File: config.mk
export PLATFORM = sky130hd
export DESIGN_NAME = ascii_integer_parser
export DESIGN_NICKNAME = d
export VERILOG_FILES = /design/src/aip_pkg.sv /design/src/aip_in_reg.sv /design/src/aip_parse.sv /design/src/aip_out_reg.sv /design/src/ascii_integer_parser.sv
export SDC_FILE = /design/constraint.sdc
export NUM_CORES = 1
export LEC_CHECK = 0
export BUFFER_PORTS_ARGS = -buffer_cell sky130_fd_sc_hd__buf_2
export CAP_MARGIN = 20
export CORE_UTILIZATION = 56
export DETAILED_ROUTE_END_ITERATION = 8
export PLACE_DENSITY = 0.78
export SYNTH_ARGS = -nofsm -noshare
export SYNTH_HDL_FRONTEND = slang
export SYNTH_HIERARCHICAL = 1
export SYNTH_SLANG_ARGS = --single-unit
File: constraint.sdc
create_clock -name clk_i -period 7.1 [get_ports clk_i]
set_input_delay 0 -clock clk_i [delete_from_list [all_inputs] [get_ports clk_i]]
set_output_delay 0 -clock clk_i [all_outputs]
set_load 0.05 [all_outputs]
File: src/aip_pkg.sv
`timescale 1ns / 1ps

package aip_pkg;

  localparam int VALUE_BITS  = 32;
  localparam int MAX_OFFSET  = 255;
  localparam int OFFSET_BITS = $clog2(MAX_OFFSET + 1);
  localparam int BASE_BITS   = 6;
  localparam int CHAR_BITS   = 8;
  localparam int MAC_BITS    = VALUE_BITS + BASE_BITS;

  localparam logic [BASE_BITS-1:0] BASE_AUTO  = BASE_BITS'(0);
  localparam logic [BASE_BITS-1:0] BASE_TEN   = BASE_BITS'(10);
  localparam logic [BASE_BITS-1:0] BASE_HEX   = BASE_BITS'(16);

  localparam logic [OFFSET_BITS-1:0] OFFSET_MAX = OFFSET_BITS'(MAX_OFFSET);

  localparam logic [CHAR_BITS-1:0] CH_TAB   = 8'h09;
  localparam logic [CHAR_BITS-1:0] CH_SPACE = 8'h20;
  localparam logic [CHAR_BITS-1:0] CH_PLUS  = 8'h2B;
  localparam logic [CHAR_BITS-1:0] CH_MINUS = 8'h2D;
  localparam logic [CHAR_BITS-1:0] CH_ZERO  = 8'h30;
  localparam logic [CHAR_BITS-1:0] CH_NINE  = 8'h39;
  localparam logic [CHAR_BITS-1:0] CH_UA    = 8'h41;
  localparam logic [CHAR_BITS-1:0] CH_UX    = 8'h58;
  localparam logic [CHAR_BITS-1:0] CH_UZ    = 8'h5A;
  localparam logic [CHAR_BITS-1:0] CH_LA    = 8'h61;
  localparam logic [CHAR_BITS-1:0] CH_LX    = 8'h78;
  localparam logic [CHAR_BITS-1:0] CH_LZ    = 8'h7A;

  localparam logic [CHAR_BITS-1:0] DIGIT_NONE = 8'hFF;
  localparam logic [CHAR_BITS-1:0] LETTER_OFS = 8'd10;

  typedef enum logic [2:0] {
    PH_DONE   = 3'd0,
    PH_LEAD   = 3'd1,
    PH_SIGNED = 3'd2,
    PH_ZERO   = 3'd3,
    PH_DIGITS = 3'd4
  } phase_e;

  typedef struct packed {
    logic [CHAR_BITS-1:0] character;
    logic                 start_of_string;
  } in_item_t;

  typedef struct packed {
    logic [VALUE_BITS-1:0]  value;
    logic [OFFSET_BITS-1:0] end_offset;
    logic                   wrapped;
  } res_t;

  // digit weight of a character, DIGIT_NONE when it is no digit or letter
  function automatic logic [CHAR_BITS-1:0] digit_value(input logic [CHAR_BITS-1:0] c);
    logic [CHAR_BITS-1:0] d;
    d = DIGIT_NONE;
    if (c >= CH_ZERO && c <= CH_NINE) begin
      d = c - CH_ZERO;
    end else if (c >= CH_LA && c <= CH_LZ) begin
      d = c - CH_LA + LETTER_OFS;
    end else if (c >= CH_UA && c <= CH_UZ) begin
      d = c - CH_UA + LETTER_OFS;
    end
    return d;
  endfunction

endpackage

File: src/aip_in_reg.sv
`timescale 1ns / 1ps

module aip_in_reg (
  input  logic                             clk_i,
  input  logic                             rst_ni,
  input  logic                             in_valid_i,
  output logic                             in_ready_o,
  input  logic [aip_pkg::CHAR_BITS-1:0]    character_i,
  input  logic                             start_of_string_i,
  input  logic                             taken_i,
  output logic                             item_valid_o,
  output aip_pkg::in_item_t                item_o
);

  logic              valid_q, valid_d;
  aip_pkg::in_item_t item_q;
  logic              accept;

  assign in_ready_o = !valid_q || taken_i;
  assign accept     = in_valid_i && in_ready_o;

  always_comb begin
    valid_d = valid_q;
    if (accept) begin
      valid_d = 1'b1;
    end else if (taken_i) begin
      valid_d = 1'b0;
    end
  end

  always_ff @(posedge clk_i or negedge rst_ni) begin
    if (!rst_ni) begin
      valid_q <= 1'b0;
    end else begin
      valid_q <= valid_d;
    end
  end

  always_ff @(posedge clk_i) begin
    if (accept) begin
      item_q.character       <= character_i;
      item_q.start_of_string <= start_of_string_i;
    end
  end

  assign item_valid_o = valid_q;
  assign item_o       = item_q;

endmodule

File: src/aip_parse.sv
`timescale 1ns / 1ps

module aip_parse (
  input  logic                             clk_i,
  input  logic                             rst_ni,
  input  logic                             item_valid_i,
  input  aip_pkg::in_item_t                item_i,
  input  logic [aip_pkg::BASE_BITS-1:0]    number_base_i,
  input  logic                             out_free_i,
  output logic                             taken_o,
  output logic                             res_load_o,
  output aip_pkg::res_t                    res_o
);

  aip_pkg::phase_e                       phase_q, phase_d;
  logic [aip_pkg::VALUE_BITS-1:0]        acc_q, acc_d;
  logic                                  neg_q, neg_d;
  logic [aip_pkg::BASE_BITS-1:0]         base_q, base_d;
  logic [aip_pkg::OFFSET_BITS-1:0]       cnt_q, cnt_d;
  logic                                  wrap_q, wrap_d;

  // working copies after an optional restart
  aip_pkg::phase_e                       ph;
  logic [aip_pkg::VALUE_BITS-1:0]        acc;
  logic                                  neg;
  logic [aip_pkg::BASE_BITS-1:0]         base;
  logic [aip_pkg::OFFSET_BITS-1:0]       cnt;
  logic                                  wrap;
  logic [aip_pkg::CHAR_BITS-1:0]         c;
  logic [aip_pkg::CHAR_BITS-1:0]         dig;
  logic [aip_pkg::MAC_BITS-1:0]          mac;
  logic                                  go_signed, go_digit, bump, emit;

  always_comb begin
    c   = item_i.character;
    ph  = item_i.start_of_string ? aip_pkg::PH_LEAD : phase_q;
    acc = item_i.start_of_string ? '0 : acc_q;
    neg = item_i.start_of_string ? 1'b0 : neg_q;
    base = item_i.start_of_string ? number_base_i : base_q;
    cnt = item_i.start_of_string ? '0 : cnt_q;
    wrap = item_i.start_of_string ? 1'b0 : wrap_q;

    phase_d   = ph;
    acc_d     = acc;
    neg_d     = neg;
    base_d    = base;
    wrap_d    = wrap;
    go_signed = 1'b0;
    go_digit  = 1'b0;
    bump      = 1'b0;
    emit      = 1'b0;
    dig       = aip_pkg::digit_value(c);
    mac       = '0;

    unique case (ph)
      aip_pkg::PH_DONE: begin
      end
      aip_pkg::PH_LEAD: begin
        if (c == aip_pkg::CH_SPACE || c == aip_pkg::CH_TAB) begin
          bump = 1'b1;
        end else if (c == aip_pkg::CH_PLUS || c == aip_pkg::CH_MINUS) begin
          neg_d   = (c == aip_pkg::CH_MINUS);
          bump    = 1'b1;
          phase_d = aip_pkg::PH_SIGNED;
        end else begin
          go_signed = 1'b1;
        end
      end
      aip_pkg::PH_SIGNED: begin
        go_signed = 1'b1;
      end
      aip_pkg::PH_ZERO: begin
        if (c == aip_pkg::CH_LX || c == aip_pkg::CH_UX) begin
          base_d  = aip_pkg::BASE_HEX;
          bump    = 1'b1;
          phase_d = aip_pkg::PH_DIGITS;
        end else begin
          if (base == aip_pkg::BASE_AUTO) base_d = aip_pkg::BASE_TEN;
          go_digit = 1'b1;
        end
      end
      aip_pkg::PH_DIGITS: begin
        go_digit = 1'b1;
      end
      default: begin
      end
    endcase

    // sign taken or skipped: look for a leading zero of a hex prefix
    if (go_signed) begin
      if ((base == aip_pkg::BASE_AUTO || base == aip_pkg::BASE_HEX) &&
          c == aip_pkg::CH_ZERO) begin
        bump    = 1'b1;
        phase_d = aip_pkg::PH_ZERO;
      end else begin
        if (base == aip_pkg::BASE_AUTO) base_d = aip_pkg::BASE_TEN;
        go_digit = 1'b1;
      end
    end

    if (go_digit) begin
      phase_d = aip_pkg::PH_DIGITS;
      if (dig < {2'b00, base_d}) begin
        mac = aip_pkg::MAC_BITS'(acc) * aip_pkg::MAC_BITS'(base_d)
            + aip_pkg::MAC_BITS'(dig);
        acc_d = mac[aip_pkg::VALUE_BITS-1:0];
        if (|mac[aip_pkg::MAC_BITS-1:aip_pkg::VALUE_BITS]) wrap_d = 1'b1;
        bump = 1'b1;
      end else begin
        emit    = 1'b1;
        phase_d = aip_pkg::PH_DONE;
      end
    end

    cnt_d = (bump && cnt != aip_pkg::OFFSET_MAX) ? cnt + 1'b1 : cnt;

    res_o.value      = neg ? (~acc + 1'b1) : acc;
    res_o.end_offset = cnt;
    res_o.wrapped    = wrap;
  end

  // a terminating character waits only when the output register is full
  assign taken_o    = item_valid_i && (!emit || out_free_i);
  assign res_load_o = taken_o && emit;

  always_ff @(posedge clk_i or negedge rst_ni) begin
    if (!rst_ni) begin
      phase_q <= aip_pkg::PH_DONE;
      acc_q   <= '0;
      neg_q   <= 1'b0;
      base_q  <= aip_pkg::BASE_TEN;
      cnt_q   <= '0;
      wrap_q  <= 1'b0;
    end else if (taken_o) begin
      phase_q <= phase_d;
      acc_q   <= acc_d;
      neg_q   <= neg_d;
      base_q  <= base_d;
      cnt_q   <= cnt_d;
      wrap_q  <= wrap_d;
    end
  end

endmodule

File: src/aip_out_reg.sv
`timescale 1ns / 1ps

module aip_out_reg (
  input  logic          clk_i,
  input  logic          rst_ni,
  input  logic          load_i,
  input  aip_pkg::res_t res_i,
  input  logic          out_ready_i,
  output logic          out_valid_o,
  output logic          out_free_o,
  output aip_pkg::res_t res_o
);

  logic          valid_q, valid_d;
  aip_pkg::res_t res_q;

  assign out_free_o = !valid_q || out_ready_i;

  always_comb begin
    valid_d = valid_q;
    if (load_i) begin
      valid_d = 1'b1;
    end else if (out_ready_i) begin
      valid_d = 1'b0;
    end
  end

  always_ff @(posedge clk_i or negedge rst_ni) begin
    if (!rst_ni) begin
      valid_q <= 1'b0;
    end else begin
      valid_q <= valid_d;
    end
  end

  always_ff @(posedge clk_i) begin
    if (load_i) begin
      res_q <= res_i;
    end
  end

  assign out_valid_o = valid_q;
  assign res_o       = res_q;

endmodule

File: src/ascii_integer_parser.sv
`timescale 1ns / 1ps

// ASCII to integer parser, strtol style, one character per transaction.
//
// Input channel (in_valid_i / in_ready_o): character_i plus start_of_string_i.
//   A transaction with the start flag set begins a new string at that
//   character; blanks, one sign, an optional 0x/0X prefix and digits follow.
// Output channel (out_valid_o / out_ready_i): one transaction per string, on
//   the first character that is not a digit of the base: value_o (signed,
//   modulo 2^32), end_offset_o (characters consumed, saturating) and
//   wrapped_o (magnitude overflowed 32 bits).
// Config channel (cfg_valid_i / cfg_ready_o): number_base_i, always ready,
//   latched into the running parse when a start character is processed.
//   Write it only while no string is in flight.
// Result path: the terminating character is held in the input register, then
//   its result is loaded into the result register, which drives out_valid_o.
// Throughput: one character per cycle unless a terminator waits; the path is
//   one 32x6 multiply-add and compare on the accumulator, input to result reg.
// Receiver stall: the result register holds its transaction; characters that
//   produce no result keep flowing, a terminating one waits in the input reg.
// Reset: no parse is active, base is ten, both registers empty.
module ascii_integer_parser (
  input  logic                                  clk_i,
  input  logic                                  rst_ni,
  input  logic                                  cfg_valid_i,
  output logic                                  cfg_ready_o,
  input  logic [aip_pkg::BASE_BITS-1:0]         number_base_i,
  input  logic                                  in_valid_i,
  output logic                                  in_ready_o,
  input  logic [aip_pkg::CHAR_BITS-1:0]         character_i,
  input  logic                                  start_of_string_i,
  output logic                                  out_valid_o,
  input  logic                                  out_ready_i,
  output logic signed [aip_pkg::VALUE_BITS-1:0] value_o,
  output logic [aip_pkg::OFFSET_BITS-1:0]       end_offset_o,
  output logic                                  wrapped_o
);

  logic [aip_pkg::BASE_BITS-1:0] number_base_q;

  logic              item_valid;
  aip_pkg::in_item_t item;
  logic              taken;
  logic              res_load;
  logic              out_free;
  aip_pkg::res_t     res_next;
  aip_pkg::res_t     res_out;

  // config register, always ready
  assign cfg_ready_o = 1'b1;

  always_ff @(posedge clk_i or negedge rst_ni) begin
    if (!rst_ni) begin
      number_base_q <= aip_pkg::BASE_TEN;
    end else if (cfg_valid_i) begin
      number_base_q <= number_base_i;
    end
  end

  aip_in_reg u_aip_in_reg (
    .clk_i,
    .rst_ni,
    .in_valid_i,
    .in_ready_o,
    .character_i,
    .start_of_string_i,
    .taken_i      (taken),
    .item_valid_o (item_valid),
    .item_o       (item)
  );

  aip_parse u_aip_parse (
    .clk_i,
    .rst_ni,
    .item_valid_i  (item_valid),
    .item_i        (item),
    .number_base_i (number_base_q),
    .out_free_i    (out_free),
    .taken_o       (taken),
    .res_load_o    (res_load),
    .res_o         (res_next)
  );

  aip_out_reg u_aip_out_reg (
    .clk_i,
    .rst_ni,
    .load_i      (res_load),
    .res_i       (res_next),
    .out_ready_i,
    .out_valid_o,
    .out_free_o  (out_free),
    .res_o       (res_out)
  );

  assign value_o      = $signed(res_out.value);
  assign end_offset_o = res_out.end_offset;
  assign wrapped_o    = res_out.wrapped;

endmodule

**Word level (Yosys, flattened, before mapping)**

Cells that the tools add are included.

- Bits in registers: 109
- Input bits: 20
- Output and inout port bits: 44
- Logic and storage cells: 120

- Add/sub/neg operators: 8
- $mul: 1
- Magnitude comparators: 7
- Eq/ne operators: 13
- Multiplexer cells: 54
- Bitwise gates (word level): 1
- Reduce and logical (&&, ||, !) cells: 22

Operators with widths:

| kind | number |
|---|---|
| two-way mux 32 bit | 4 |
| two-way mux 6 bit | 7 |
| two-way mux 8 bit | 5 |
| adder 38 x 8 -> 38 bit | 1 |
| multiplier 32 x 6 -> 38 bit | 1 |
| adder 32 x 1 -> 32 bit, second input constant | 1 |
| equality test 8 x 6 -> 1 bit, second input constant | 4 |
| inverter 32 bit | 1 |
| two-way mux 1 bit | 26 |
| two-way mux 3 bit | 8 |
| adder 8 x 4 -> 8 bit, second input constant | 2 |
| equality test 8 x 7 -> 1 bit, second input constant | 2 |
| greater-or-equal comparator 8 x 7 -> 1 bit, second input constant | 2 |
| less-or-equal comparator 8 x 7 -> 1 bit, second input constant | 2 |
| subtractor 8 x 7 -> 8 bit, second input constant | 2 |
| adder 8 x 1 -> 8 bit, second input constant | 1 |
| equality test 8 x 4 -> 1 bit, second input constant | 1 |
| greater-or-equal comparator 8 x 6 -> 1 bit, second input constant | 1 |
| less-or-equal comparator 8 x 6 -> 1 bit, second input constant | 1 |
| logical AND 1 bit | 8 |
| less-than comparator 8 x 6 -> 1 bit | 1 |
| inequality test 8 bit, second input constant | 1 |
| subtractor 8 x 6 -> 8 bit, second input constant | 1 |
| logical OR 1 bit | 7 |
| other kinds (10) | 16 |

**Depth between registers and ports, before layout**

- Depth after elaboration: 17
- Mapped depth: 30
- Gate-level depth less buffers: 29

**By module**

The synthesis kept the hierarchy.

Modules (own cells, without submodules):

| module | times used | cells an instance | area an instance (sq um) | sequential area each (sq um) |
|---|---|---|---|---|
| aip_parse | 1 | 1238 | 10168.5 | 1278.7 |
| aip_out_reg | 1 | 44 | 1278.7 | 1256.2 |
| aip_in_reg | 1 | 13 | 324.1 | 295.3 |
| ascii_integer_parser | 1 | 15 | 265.3 | 152.6 |

**Least setup slack after synthesis**

OpenSTA, ideal clock, no wires.

- Path type: register -> register
- Start: register u_aip_in_reg.item_q, in the netlist u_aip_in_reg/item_o[2]
- End: register u_aip_out_reg.valid_q (netlist: u_aip_out_reg/out_valid_o)
- Setup time: 0.083 ns
- Arrival: 6.908 ns
- Data required time: 7.017 ns
- Path slack: 0.109 ns
- Cell stages (with the launch flop): 19
- Buffers on the path: 2
- Clock period less this slack: 6.991 ns
- Cells stage by stage: edfxtp_1 > inv_1 > ha_1 > a22o_1 > a21oi_1 > o22ai_1 > and2_1 > a2bb2oi_1 > nor2_1 > nor2_1 > clkbuf_1 > ha_1 > a211o_1 > o2111ai_1 > o211a_1 > o31ai_4 > clkbuf_1 > nor3_1 > nand2b_2

- Longest elaborated chain between the ends: 15
- Elaborated cells on any way between the ends: 49
- Those cells by class: add/sub: 5; order compare: 7; eq/ne: 7; mux: 18; reduce/logical: 12

Ends and longest elaborated chain:

| item | line | RTL |
|---|---|---|
| from (decl) | aip_in_reg.sv:16 | `aip_pkg::in_item_t item_q;` |
| branches (longest 9 deep; another with subtractor 8 x 7 -> 8 bit) | - |  |
| two-way mux 1 bit (*) | aip_parse.sv:101 | `if (go_digit) begin` |
| logical NOT 1 bit | aip_parse.sv:123 | `assign taken_o = item_valid_i && (!emit \|\| out_free_i);` |
| logical OR 1 bit | aip_parse.sv:123 |  |
| logical AND 1 bit | aip_parse.sv:123 |  |
| logical AND 1 bit (*) | aip_parse.sv:124 | `assign res_load_o = taken_o && emit;` |
| net res_load | ascii_integer_parser.sv:44 | `logic res_load;` |
| two-way mux 1 bit / nonzero test 2 bit (equally long branches) | - |  |
| to (signal assigned) | aip_out_reg.sv:32 | `valid_q <= valid_d;` |
| to (decl) | aip_out_reg.sv:14 | `logic valid_q, valid_d;` |

Mark *: on every way through the listed nets, which the timed path passes.
A chain may end at the register's enable or synchronous reset.

**Final worst setup path**

- Start: register u_aip_in_reg.item_q, in the netlist u_aip_in_reg/item_o[6]
- End: register u_aip_parse.wrap_q

- Longest elaborated chain between the ends: 13
- Elaborated cells on any way between the ends: 52
- Those cells by class: add/sub: 6; mul: 1; order compare: 7; eq/ne: 7; mux: 20; reduce/logical: 11

Ends and longest elaborated chain:

| item | line | RTL |
|---|---|---|
| equality test 8 x 7 -> 1 bit | aip_parse.sv:73 | `if (c == aip_pkg::CH_LX \|\| c == aip_pkg::CH_UX) begin` |
| logical OR 1 bit | aip_parse.sv:73 |  |
| two-way mux 6 bit | aip_parse.sv:73 |  |
| two-way mux 6 bit | aip_parse.sv:55 | `unique case (ph)` |
| two-way mux 6 bit | aip_parse.sv:96 | `if (base == aip_pkg::BASE_AUTO) base_d = aip_pkg::BASE_TEN;` |
| two-way mux 6 bit | aip_parse.sv:91 | `if ((base == aip_pkg::BASE_AUTO \|\| base == aip_pkg::BASE_HEX) &&` |
| two-way mux 6 bit | aip_parse.sv:90 | `if (go_signed) begin` |
| multiplier 32 x 6 -> 38 bit / less-than comparator 8 x 6 -> 1 bit (equally long branches) | aip_parse.sv:104, aip_parse.sv:103 |  |
| adder 38 x 8 -> 38 bit / two-way mux 1 bit (equally long branches) | aip_parse.sv:105, aip_parse.sv:103 |  |
| OR reduction 6 bit / two-way mux 1 bit (equally long branches) | aip_parse.sv:107, aip_parse.sv:101 |  |
| two-way mux 1 bit / logical NOT 1 bit (equally long branches) | aip_parse.sv:107, aip_parse.sv:123 |  |
| two-way mux 1 bit / logical OR 1 bit (equally long branches) | aip_parse.sv:103, aip_parse.sv:123 |  |
| two-way mux 1 bit / logical AND 1 bit (equally long branches) | aip_parse.sv:101, aip_parse.sv:123 |  |
| to (signal assigned) | aip_parse.sv:140 | `wrap_q <= wrap_d;` |
| to (decl) | aip_parse.sv:20 | `logic wrap_q, wrap_d;` |

Parallel ways exist; a longest one is shown, timed or not.

==> summary.md <==
| Metric | Value |
|---|---|
| Status | `finished, final reports clean` |
| Most frequent cell after synthesis | `nor2_1` |
| Root Driver | `clkbuf_16` |
| Number of DRC markers in iteration 0 | `661` |
| Diode count | `0` |
| Initial Util | `0.573` |
| Height of the chip | `149 microns` |
| Register area share after synthesis | `0.248` |
| Yosys reg bits | `109` |
| Fraction of registers with async set/reset | `0.541` |
| Setup TNS | `0 ns` |
| Gate Count Post-Synth | `1310` |
| Psw | `1.20 mW` |
| Final Hold Viols | `0` |
| Crit. End Element | `flop` |
| Slew Viols, Final | `0` |
| Synth area leaders | `fa_1, edfxtp_1, dfrtp_1` |
| Part of the power in registers | `0.339` |
| CP bufs+invs | `4` |
| Post-synth net total | `1552` |
| CP dominant cell by count | `fa_1` |
| RSZ-0062 raised after global routing | `yes` |
| Comb pwr share | `0.464` |
| Die width | `149 microns` |
| Area share of the largest cell type after synthesis | `0.210` |
| Clk pwr share | `0.198` |
| CTS tree | `yes` |
| Layout Nets | `1618` |
| DIE AREA | `22100 sq um` |
| P_leak | `6.54 nW` |
| Post-synth EDFFs | `50` |
| Fin crit share | `0.959` |
| First-pass GRT wire length | `49300 microns` |
| Top post-synthesis cells by count | `nor2_1, fa_1, nand2_1` |
| Clock transition at the registers of the reported paths | `0.08 ns` |
| Core area | `21000 sq um` |
| TritonCTS Buffers | `9` |
| Final hold slack | `0.0396 ns` |
| GP Congestion | `0.929` |
| Worst Hold Class | `input port to flop` |
| Via/cell ratio | `6.02` |
| Leading area contributor after synthesis | `fa_1` |
| Largest stage delay on the critical path | `0.54 ns` |
| Largest net degree at the start of global routing | `64` |
| Primary FF master, synth | `dfrtp_1` |
| H-tree Lvls | `3` |
| Num ports | `64` |
| Min Tclk post-route | `6.81 ns` |
| Antenna violations before repair | `0` |
| Sw Share | `0.456` |
| 1st-pass router iterations | `5` |
| Drt total wl | `30100 microns` |
| Peak VDD IR | `0.000131 V` |
| Antenna-violating nets left | `0` |
| Yosys cell types | `89` |
| Clock Tree Buf Depth | `2` |
| WP data arrival | `7.03 ns` |
| Vias in the first global route | `9832` |
| Final HPWL DP | `22900 microns` |
| Maximum fanout along the worst path | `6` |
| Layout cells sized above 1 | `0.127` |
| Pwr Density | `199 nW/um^2` |
| Non-filler cells, final | `1656` |
| Reg2reg setup slack | `0.29 ns` |
| Clk_skew | `0.0122 ns` |
| CP top delay family | `adder cells` |
| I/O Buffers | `62` |
| Fmax | `147 MHz` |
| Crit path kind | `flop to flop` |
| Critical Path Slowest Stage Cell | `fa_1` |
| Pint | `1.44 mW` |
| Placed cell count | `1617` |
| Syn Area/Cell | `9.19 sq um` |
| Detailed-route via count | `9963` |
| Core Util, Final | `0.633` |
| Row count | `53` |
| CTS sink cnt | `109` |
| DR DRC count | `0` |
| Synth warn | `6` |
| Least-Margin Pin Slew | `0.904 ns` |
| Filler cells | `1708` |
| Slew margin rel. | `0.397` |
| Layout area overhead | `10.5%` |
| Total track usage | `0.284` |
| Grt ovf | `0` |
| Startpoint Class | `flop` |
| Mean routed wirelength per cell | `18.2 microns` |
| Mapped cell area | `12000 sq um` |
| Worst Path Required | `7.32 ns` |
| Worst skew pair latency | `0.36 ns` |
| Setup violations, final | `0` |
| Max cap viols | `0` |
==> final timing paths <==
| kind | depth (start not counted) | to | startpoint |
|---|---|---|---|
| setup / recovery | 28 | u_aip_parse/wrap_q$_DFFE_PN0P_ | u_aip_in_reg/item_o[6]$_DFFE_PP_ |
| hold reg to reg | 2 | u_aip_parse/base_q[3]$_DFFE_PN1P_ | u_aip_parse/base_q[3]$_DFFE_PN1P_ |
| min in group asynchronous | 3 | u_aip_parse/cnt_q[4]$_DFFE_PN0P_ | rst_ni |
| hold / removal | 2 | number_base_q[5]$_DFFE_PN0P_ | cfg_valid_i |
| setup reg to reg | 28 | u_aip_parse/wrap_q$_DFFE_PN0P_ | u_aip_in_reg/item_o[6]$_DFFE_PP_ |
| max in group asynchronous | 3 | u_aip_parse/acc_q[9]$_DFFE_PN0P_ | rst_ni |
==> worst reg2reg max path: cells and delay by family, from the launching register on <==
family / cells / cell delay [ns]
flops: 1 / 0.46
buf+inv: 4 / 0.24
xor+xnor: 1 / 0.15
simple gates: 6 / 1.07
compound gates: 11 / 2.15
fa+ha+maj: 6 / 2.59
==> kinds of logic (layout without fill, tap and decap cells) <==
| group | count (synthesis) | count (layout) | share of synthesized area |
|---|---|---|---|
| AOI/OAI and AO/OA | 255 | 255 | 0.144 |
| xor gates and xnor gates | 59 | 59 | 0.0429 |
| adders and majority gates | 222 | 222 | 0.309 |
| buffers and inverters | 139 | 210 | 0.0469 |
| DFF | 109 | 109 | 0.248 |
| muxes | 17 | 17 | 0.0167 |
| other | 1 | 1 | 0.000312 |
| and+or+nand+nor | 508 | 508 | 0.192 |
==> power by group through the flow <==
stage	Sequential, mW	Clock, mW	Combinational, mW
6_report	0.894	0.522	1.22
5_1_grt	0.910	0.546	1.31
4_1_cts	0.895	0.523	1.18
3_5_place_dp	0.906	0	1.17
3_3_place_gp	0.901	0	1.15
2_1_floorplan	1.18	0	0.555
==> sequential cells by signal, summed over array words and instances (netlist names) <==
name	count
u_aip_parse/phase_q	3
u_aip_parse/acc_q	32
u_aip_parse/wrap_q	1
u_aip_parse/base_q	6
u_aip_out_reg/res_o	41
u_aip_in_reg/item_valid_o	1
u_aip_in_reg/item_o	9
u_aip_parse/cnt_q	8
u_aip_out_reg/out_valid_o	1
number_base_q	6
u_aip_parse/neg_q	1
==> cell usage in the layout (no fill, tap or decap), types with 11 or more instances in the layout <==
cell           Yosys  layout
a22o_1            11      11
nand2_1          112     112
buf_4              7      37
a31oi_1           12      12
nor2b_1           18      17
ha_1              96      94
a21o_1            16      16
inv_1             72      70
o21ai_1           21      22
a21oi_1           52      51
xor2_1            42      42
nand3_1           16      16
buf_2              7      62
edfxtp_1          50      50
nor2_1           262     258
fa_1             126     126
nand2b_1          11      11
or3_1             15      15
o21ai_0           52      51
xnor2_1           17      17
nor3_1            15      14
o31ai_1           16      15
dfrtp_1           55      55
o211ai_1          11      11
dlygate4sd3_1      0      18
==> per-stage QoR <==
step / instance area (sq um) / total power [mW] / setup slack (ns)
finish: 13300 / 2.64 / 0.288
global route: 13300 / 2.77 / -0.0575
CTS: 13200 / 2.60 / 0.0618
detailed placement: 12700 / 2.08 / -0.0256
global placement: 12700 / 2.05 / 0.192
floorplan: 12000 / 1.74 / 0.109
==> area by class of cell <==
| cell class | instances | area (sq um) | share of cell area |
|---|---|---|---|
| multi-input combinational | 1062 | 8560 | 0.644 |
| tap | 275 | 344 | 0.0259 |
| clock inverter | 6 | 66.3 | 0.00499 |
| clock buffer | 10 | 229 | 0.0172 |
| sequential | 109 | 2980 | 0.224 |
| inverter | 74 | 278 | 0.0209 |
| timing repair buffer | 120 | 833 | 0.0627 |
==> routing by layer <==
metal / vias up / track usage / part of all wire
met4: 0 / 0.0784 / 0.016
met1: 4959 / 0.391 / 0.43
li1: 4595 / - / -
met5: - / 0 / 0
met2: 374 / 0.477 / 0.48
met3: 35 / 0.0301 / 0.070
==> repair_timing <==
item | CTS | global route
pin swaps | 0 | 5
gates cloned | 0 | 1
setup endpoints to repair | 1 | 7
hold buffers | 18 | 0
endpoints found under the hold margin | 72 | 0
gates resized for setup | 2 | 14
setup buffers | 0 | 4
No activity file was read; power rests on OpenSTA's default activity.
